==> config.mk <==
export PLATFORM = sky130hd
export DESIGN_NAME = interval_block_vector_profiler_top
export DESIGN_NICKNAME = d
export VERILOG_FILES = /design/src/sv/ibvp_pkg.sv /design/src/sv/ibvp_hits.sv /design/src/sv/interval_block_vector_profiler_top.sv
export SDC_FILE = /design/constraint.sdc
export NUM_CORES = 2
export LEC_CHECK = 0
export ABC_CLOCK_PERIOD_IN_PS = 6800
export BUFFER_PORTS_ARGS = -buffer_cell sky130_fd_sc_hd__buf_4
export CAP_MARGIN = 20
export CORE_ASPECT_RATIO = 0.75
export CORE_MARGIN = 3
export CORE_UTILIZATION = 35
export DETAILED_ROUTE_END_ITERATION = 10
export GPL_ROUTABILITY_DRIVEN = 0
export SETUP_SLACK_MARGIN = 0.3
export SLEW_MARGIN = 5
export SYNTH_ARGS = -nofsm -noshare
export SYNTH_HDL_FRONTEND = slang
export SYNTH_HIERARCHICAL = 1
export SYNTH_SLANG_ARGS = --single-unit
==> constraint.sdc <==
create_clock -name clk -period 6.8 [get_ports clk]
set_input_delay 0.34 -clock clk [delete_from_list [all_inputs] [get_ports clk]]
set_output_delay 0.34 -clock clk [all_outputs]
set_load 0.01 [all_outputs]
==> src/sv/ibvp_pkg.sv <==
package ibvp_pkg;

  localparam int NUM_BLOCKS_DFLT = 32;

  localparam int LEN_W    = 31;
  localparam int CNT_W    = 32;
  localparam int TOT_W    = 48;
  localparam int ID_W     = 5;
  localparam int SIZE_W   = 8;

  localparam logic [LEN_W-1:0] INTERVAL_LEN_RST = 31'd1000000;

  localparam logic CMD_BLOCK = 1'b0;
  localparam logic CMD_FLUSH = 1'b1;

  localparam logic KIND_HIT     = 1'b0;
  localparam logic KIND_TRAILER = 1'b1;

  typedef enum logic [2:0] {
    ST_IDLE,
    ST_ADD,
    ST_CHECK,
    ST_SCAN_RD,
    ST_SCAN_CHK,
    ST_TRAIL
  } state_t;

  // Access strobes from the sequencer to the hit counter store
  typedef struct packed {
    logic rd;
    logic wr;
    logic clr;
  } hit_ctl_t;

endpackage

==> src/sv/ibvp_hits.sv <==
module ibvp_hits #(
  parameter int NUM_BLOCKS = ibvp_pkg::NUM_BLOCKS_DFLT,
  parameter int AW         = (NUM_BLOCKS > 1) ? $clog2(NUM_BLOCKS) : 1
) (
  input  logic                         clk,
  input  logic                         rst,
  input  ibvp_pkg::hit_ctl_t           ctl,
  input  logic [AW-1:0]                addr,
  input  logic [ibvp_pkg::CNT_W-1:0]   wr_data,
  output logic [ibvp_pkg::CNT_W-1:0]   rd_data
);

  logic [ibvp_pkg::CNT_W-1:0] mem [NUM_BLOCKS];
  logic [NUM_BLOCKS-1:0]      vld;
  logic [ibvp_pkg::CNT_W-1:0] rd_q;
  logic                       rd_vld;

  always_ff @(posedge clk) begin
    if (ctl.wr) begin
      mem[addr] <= wr_data;
    end
    if (ctl.rd) begin
      rd_q <= mem[addr];
    end
  end

  // Valid bits stand in for a cleared store: dump clears by dropping the bit
  always_ff @(posedge clk) begin
    if (rst) begin
      vld    <= '0;
      rd_vld <= 1'b0;
    end else begin
      if (ctl.wr) begin
        vld[addr] <= 1'b1;
      end else if (ctl.clr) begin
        vld[addr] <= 1'b0;
      end
      if (ctl.rd) begin
        rd_vld <= vld[addr];
      end
    end
  end

  assign rd_data = rd_vld ? rd_q : '0;

endmodule

==> src/sv/interval_block_vector_profiler_top.sv <==
// Block command: read in IDLE, add in ADD, threshold check in CHECK; IDLE then
// takes the next request. An out-of-range block id is dropped in IDLE.
// Dump (flush from IDLE, or interval full in CHECK): SCAN_RD then SCAN_CHK for
// each counter in the single-port hit store, then TRAIL. SCAN_CHK loads a hit
// record for a nonzero counter, TRAIL the trailer; both wait on back-pressure.
// Synchronous reset clears all counters and totals; interval_length = 1000000.
module interval_block_vector_profiler_top #(
  parameter int NUM_BLOCKS = ibvp_pkg::NUM_BLOCKS_DFLT
) (
  input  logic                          clk,
  input  logic                          rst,

  input  logic                          cfg_wr_en,
  input  logic [ibvp_pkg::LEN_W-1:0]    cfg_wr_data,

  input  logic                          cmd_valid,
  output logic                          cmd_ready,
  input  logic                          command,
  input  logic [ibvp_pkg::ID_W-1:0]     block_id,
  input  logic [ibvp_pkg::SIZE_W-1:0]   block_size,
  input  logic [ibvp_pkg::SIZE_W-1:0]   edge_count,

  output logic                          rec_valid,
  input  logic                          rec_ready,
  output logic                          record_kind,
  output logic [ibvp_pkg::ID_W-1:0]     hit_block,
  output logic [ibvp_pkg::CNT_W-1:0]    hit_count,
  output logic [ibvp_pkg::CNT_W-1:0]    interval_number,
  output logic [ibvp_pkg::TOT_W-1:0]    insts_begin,
  output logic [ibvp_pkg::TOT_W-1:0]    insts_end,
  output logic [ibvp_pkg::TOT_W-1:0]    edges_begin,
  output logic [ibvp_pkg::TOT_W-1:0]    edges_end,
  output logic                          last
);

  localparam int AW = (NUM_BLOCKS > 1) ? $clog2(NUM_BLOCKS) : 1;
  localparam logic [AW-1:0] SCAN_LAST = AW'(NUM_BLOCKS - 1);

  ibvp_pkg::state_t   state, state_next;
  ibvp_pkg::hit_ctl_t ctl;

  logic [ibvp_pkg::LEN_W-1:0]  interval_length;
  logic [ibvp_pkg::CNT_W-1:0]  interval_insts;
  logic [ibvp_pkg::TOT_W-1:0]  insts_total;
  logic [ibvp_pkg::TOT_W-1:0]  edges_total;
  logic [ibvp_pkg::TOT_W-1:0]  edges_at_start;
  logic [ibvp_pkg::CNT_W-1:0]  interval_index;

  logic [AW-1:0]               blk;
  logic [ibvp_pkg::SIZE_W-1:0] size_q;
  logic [ibvp_pkg::SIZE_W-1:0] edges_q;
  logic [AW-1:0]               scan_idx;

  logic [AW-1:0]               addr;
  logic [ibvp_pkg::CNT_W-1:0]  rd_data;
  logic [ibvp_pkg::CNT_W-1:0]  hit_sum;
  logic [ibvp_pkg::TOT_W-1:0]  insts_end_next;

  logic id_ok;
  logic out_free;
  logic hit_nz;
  logic full;
  logic load_hit;
  logic load_trail;

  assign id_ok    = 32'(block_id) < NUM_BLOCKS;
  assign out_free = !rec_valid || rec_ready;
  assign hit_nz   = rd_data != '0;
  assign full     = interval_insts >= {1'b0, interval_length};
  assign hit_sum  = rd_data + ibvp_pkg::CNT_W'(size_q);
  assign insts_end_next = insts_total + ibvp_pkg::TOT_W'(interval_insts);

  ibvp_hits #(
    .NUM_BLOCKS (NUM_BLOCKS),
    .AW         (AW)
  ) u_hits (
    .clk     (clk),
    .rst     (rst),
    .ctl     (ctl),
    .addr    (addr),
    .wr_data (hit_sum),
    .rd_data (rd_data)
  );

  // next state
  always_comb begin
    state_next = state;
    unique case (state)
      ibvp_pkg::ST_IDLE: begin
        if (cmd_valid) begin
          if (command == ibvp_pkg::CMD_FLUSH) begin
            state_next = ibvp_pkg::ST_SCAN_RD;
          end else if (id_ok) begin
            state_next = ibvp_pkg::ST_ADD;
          end
        end
      end
      ibvp_pkg::ST_ADD: begin
        state_next = ibvp_pkg::ST_CHECK;
      end
      ibvp_pkg::ST_CHECK: begin
        state_next = full ? ibvp_pkg::ST_SCAN_RD : ibvp_pkg::ST_IDLE;
      end
      ibvp_pkg::ST_SCAN_RD: begin
        state_next = ibvp_pkg::ST_SCAN_CHK;
      end
      ibvp_pkg::ST_SCAN_CHK: begin
        if (!hit_nz || out_free) begin
          state_next = (scan_idx == SCAN_LAST) ? ibvp_pkg::ST_TRAIL : ibvp_pkg::ST_SCAN_RD;
        end
      end
      ibvp_pkg::ST_TRAIL: begin
        if (out_free) begin
          state_next = ibvp_pkg::ST_IDLE;
        end
      end
      default: state_next = ibvp_pkg::ST_IDLE;
    endcase
  end

  // sequencer outputs
  always_comb begin
    cmd_ready  = 1'b0;
    ctl        = '0;
    addr       = scan_idx;
    load_hit   = 1'b0;
    load_trail = 1'b0;
    unique case (state)
      ibvp_pkg::ST_IDLE: begin
        cmd_ready = 1'b1;
        addr      = AW'(block_id);
        ctl.rd    = cmd_valid && (command == ibvp_pkg::CMD_BLOCK) && id_ok;
      end
      ibvp_pkg::ST_ADD: begin
        addr   = blk;
        ctl.wr = 1'b1;
      end
      ibvp_pkg::ST_CHECK: begin
      end
      ibvp_pkg::ST_SCAN_RD: begin
        ctl.rd = 1'b1;
      end
      ibvp_pkg::ST_SCAN_CHK: begin
        load_hit = hit_nz && out_free;
        ctl.clr  = load_hit;
      end
      ibvp_pkg::ST_TRAIL: begin
        load_trail = out_free;
      end
      default: begin
      end
    endcase
  end

  always_ff @(posedge clk) begin
    if (rst) begin
      state           <= ibvp_pkg::ST_IDLE;
      interval_length <= ibvp_pkg::INTERVAL_LEN_RST;
      interval_insts  <= '0;
      insts_total     <= '0;
      edges_total     <= '0;
      edges_at_start  <= '0;
      interval_index  <= '0;
      scan_idx        <= '0;
      rec_valid       <= 1'b0;
    end else begin
      state <= state_next;
      if (cfg_wr_en) begin
        interval_length <= cfg_wr_data;
      end
      if (state == ibvp_pkg::ST_ADD) begin
        interval_insts <= interval_insts + ibvp_pkg::CNT_W'(size_q);
        edges_total    <= edges_total + ibvp_pkg::TOT_W'(edges_q);
      end
      if (state_next == ibvp_pkg::ST_SCAN_RD && state != ibvp_pkg::ST_SCAN_CHK) begin
        scan_idx <= '0;
      end else if (state == ibvp_pkg::ST_SCAN_CHK && state_next != ibvp_pkg::ST_SCAN_CHK) begin
        scan_idx <= scan_idx + AW'(1);
      end
      if (load_trail) begin
        insts_total    <= insts_end_next;
        edges_at_start <= edges_total;
        interval_insts <= '0;
        interval_index <= interval_index + 32'd1;
      end
      if (load_hit || load_trail) begin
        rec_valid <= 1'b1;
      end else if (rec_ready) begin
        rec_valid <= 1'b0;
      end
    end
  end

  // request capture
  always_ff @(posedge clk) begin
    if (cmd_valid && cmd_ready) begin
      blk     <= AW'(block_id);
      size_q  <= block_size;
      edges_q <= edge_count;
    end
  end

  // result register
  always_ff @(posedge clk) begin
    if (load_hit) begin
      record_kind     <= ibvp_pkg::KIND_HIT;
      hit_block       <= ibvp_pkg::ID_W'(scan_idx);
      hit_count       <= rd_data;
      interval_number <= '0;
      insts_begin     <= '0;
      insts_end       <= '0;
      edges_begin     <= '0;
      edges_end       <= '0;
      last            <= 1'b0;
    end else if (load_trail) begin
      record_kind     <= ibvp_pkg::KIND_TRAILER;
      hit_block       <= '0;
      hit_count       <= '0;
      interval_number <= interval_index;
      insts_begin     <= insts_total;
      insts_end       <= insts_end_next;
      edges_begin     <= edges_at_start;
      edges_end       <= edges_total;
      last            <= 1'b1;
    end
  end

endmodule

==> flow_summary.toml <==
[outcome]
status = "finished clean"

[layout]
finalNetCount = 5118
areaGrowthSynthToFinish_pct = 18.0
fill_cells = 16700
layout_common_cells = "edfxtp_1, nand2_1, dfxtp_1, buf_4, a21oi_1"
drive_gt1_share_pct = 19.3
fin_util_pct = 41.7
final_common_cell = "edfxtp_1"

[setup_path]
cp_data_arrival_time_ns = 4.89
startpoint_type = "register"
cp_num_buf_inv = 2
worstSetupPathType = "reg2reg"
max_stage_delay_ns = 0.74
required_ns = 7.30
critPathSlowestCell = "o21ai_4"
cp_cell_sequence = "or2_2, o21ai_4, buf_4, buf_12, mux4_1, a22oi_1, nand4_1"
endpoint_kind = "register"
cp_top_family = "compound AO/OA/AOI/OAI gates"
cp_max_fo = 75

[sta]
period_share_pct = 64.6
grt_setup_unrepaired = "no"
final-max-slew-violation-count = 0
setup_viol = 0
max_freq_ghz = 0.228
worst_slew_pin_slew_ns = 1.10
hold_violations = 0
tns_ns = 0
maxSlewHeadroom_pct = 25.5
setup_ws_ns = 2.41
finClkSkew_ns = 0.0547
finalCriticalPeriod_ns = 4.39

[logic_synthesis]
synth-xor-area-share_pct = 1.89
synthMuxAreaShare_pct = 10.3
syn_area_per_cell_um2 = 14.2
synth-simple-area-share_pct = 9.35
syn_area_mm2 = 0.0649
syn_inst = 4577
synthAdderAreaFrac_pct = 1.86
synth-edff-count = 1114
yosysSeqAreaShare_pct = 67.2
yosysUniqueCellTypes = 87
yosys_warnings = 6
synth_top_family_by_area = "multiplexers"
synth_compound_area_share_pct = 7.03
synth-seq-cells = 1620
async_reset_ff_share_pct = 0
yosys_most_used_dff = "edfxtp_1"
syn-num-nets = 4729

[global_routing]
first_global_vias = 38900
grt_pass1_wl_um = 263000
grt_max_degree = 101
grt_antenna_before_repair = 8
gr-usage-all-layers_pct = 18.6
grt-ovfl-total = 0

[floorplan]
pin_count = 323
core_area_mm2 = 0.184
die_h_um = 379
dieWidth_um = 503
rows = 136
die_area_mm2 = 0.191
initial_core_util_pct = 35.3

[placement]
portBuffers = 322
place_ws_ns = 2.27
dp_hpwl_um = 112000

[detailed_routing]
wl_um = 181000
via_count = 40600
ant_nets = 0
drt_iter0_drc = 4424
wire_per_inst_um = 24.1
drcViolationCount = 0
via_per_inst = 5.40
drt_pass1_iterations = 6

[clock_network]
htree_levels = 4
clk_pin_slew_ns = 0.06
cts_root_buffer = "clkbuf_16"
cts_tree = "done"
ctsLongestPathBuffers = 3
cts_buffers = 162
cts.sinks = 1620
clk_latency_ns = 0.81

[run]
drv_cap = 0

[pwr]
leakage_nw = 27.1
peakVddDrop_uv = 251
p_per_area_mw_per_mm2 = 282

[worst_hold_path]
hold_path.class = "in2reg"
==> worst paths after layout <==
kind / from / endpoint / slack, ns / cells past startpoint
min reg2reg: interval_index[7] / interval_number[7] / 0.44 / 2
min: command / state[1] / 0.09 / 4
max reg2reg: state[1] / u_hits/rd_q[4] / 2.41 / 7
max: state[1] / u_hits/rd_q[4] / 2.41 / 7
==> stage by stage <==
| step | instances | total power, mW | cell area, µm² | hold slack (ns) |
|---|---|---|---|---|
| 6_report | 7521 | 21.6 | 76600 | 0.0914 |
| 5_1_grt | 7520 | 22.3 | 76600 | 0.0999 |
| 4_1_cts | 7505 | 21.7 | 76400 | 0.0242 |
| 3_5_place_dp | 7154 | 12.5 | 70300 | 0.436 |
| 3_3_place_gp | 7137 | 12.4 | 70000 | 0.433 |
| 2_1_floorplan | 4577 | 12.0 | 64900 | 0.432 |
==> worst reg2reg max path: stages (launching register included) <==
cell	delay, ns
dfxtp_1	0.44
or2_2	0.48
o21ai_4	0.74
buf_4	0.57
buf_12	0.54
mux4_1	0.75
a22oi_1	0.43
nand4_1	0.16
==> flip-flops by register name (all words and copies together) (netlist names), 3 cells and up, named ones only <==
signal,count
insts_end,48
edges_total,48
u_hits/mem,1024
size_q,8
edges_begin,48
edges_end,48
hit_count,32
hit_block,5
edges_q,8
state,3
insts_begin,48
insts_total,48
blk,5
interval_insts,32
scan_idx,5
u_hits/rd_q,32
interval_index,32
edges_at_start,48
interval_number,32
interval_length,31
==> cell families after synthesis <==
logic type                 Yosys count
xor gates and xnor gates           140
DFF                               1620
muxes                              312
adders and majority gates           94
and+or+nand+nor                   1313
buffers and inverters              362
AOI/OAI and AO/OA                  736
==> timing repair <==
action / in CTS / in global routing
hold buffers: 53 / 0
hold endpoints to repair: 53 / 0
buffers inserted: 0 / 0
resized for setup: 0 / 0
==> power breakdown <==
group / internal [mW] / switching [mW] / total, mW
registers: 10.7 / 0.0561 / 10.8
clock network: 5.32 / 3.96 / 9.27
logic: 0.607 / 0.925 / 1.53
==> layer usage <==
metal  global-route usage, %  up-vias  routed length (µm)
met4                    5.59        0                5030
met5                       0        -                   0
met3                    4.19      241               15600
li1                        -    18000                   -
met1                    26.7    20800               79400
met2                    28.0     1613               81300
==> final cells by class <==
class	instances	area, µm²	share of cell area (%)
diodes	6	15.0	0.0196
clock buffers	202	4370	5.71
clock inverters	96	1190	1.55
inverters	108	405	0.529
multi-input cells	2595	19900	26.0
flip-flops and latches	1620	43600	56.9
well taps	2415	3020	3.95
repair buffers	479	4040	5.28
==> cells in the mapped netlist (27+ instances only) <==
library cell,count,area (µm²)
xnor2_1,89,780
o21ai_0,111,556
dfxtp_1,506,10100
a21o_1,28,210
xor2_1,51,447
edfxtp_1,1114,33500
nand4_1,80,500
a21oi_1,324,1620
nor3_1,36,180
buf_2,27,135
mux4_2,198,4460
clkbuf_1,173,649
nand2_1,694,2610
or3_1,28,175
and3_1,34,213
nor2_1,178,668
and2_1,80,500
inv_1,107,402
mux4_1,64,1680
mux2i_1,38,380
a22oi_1,135,1010
nand3_1,65,325
ha_1,90,1130
Power figures use the tool's default switching activity.
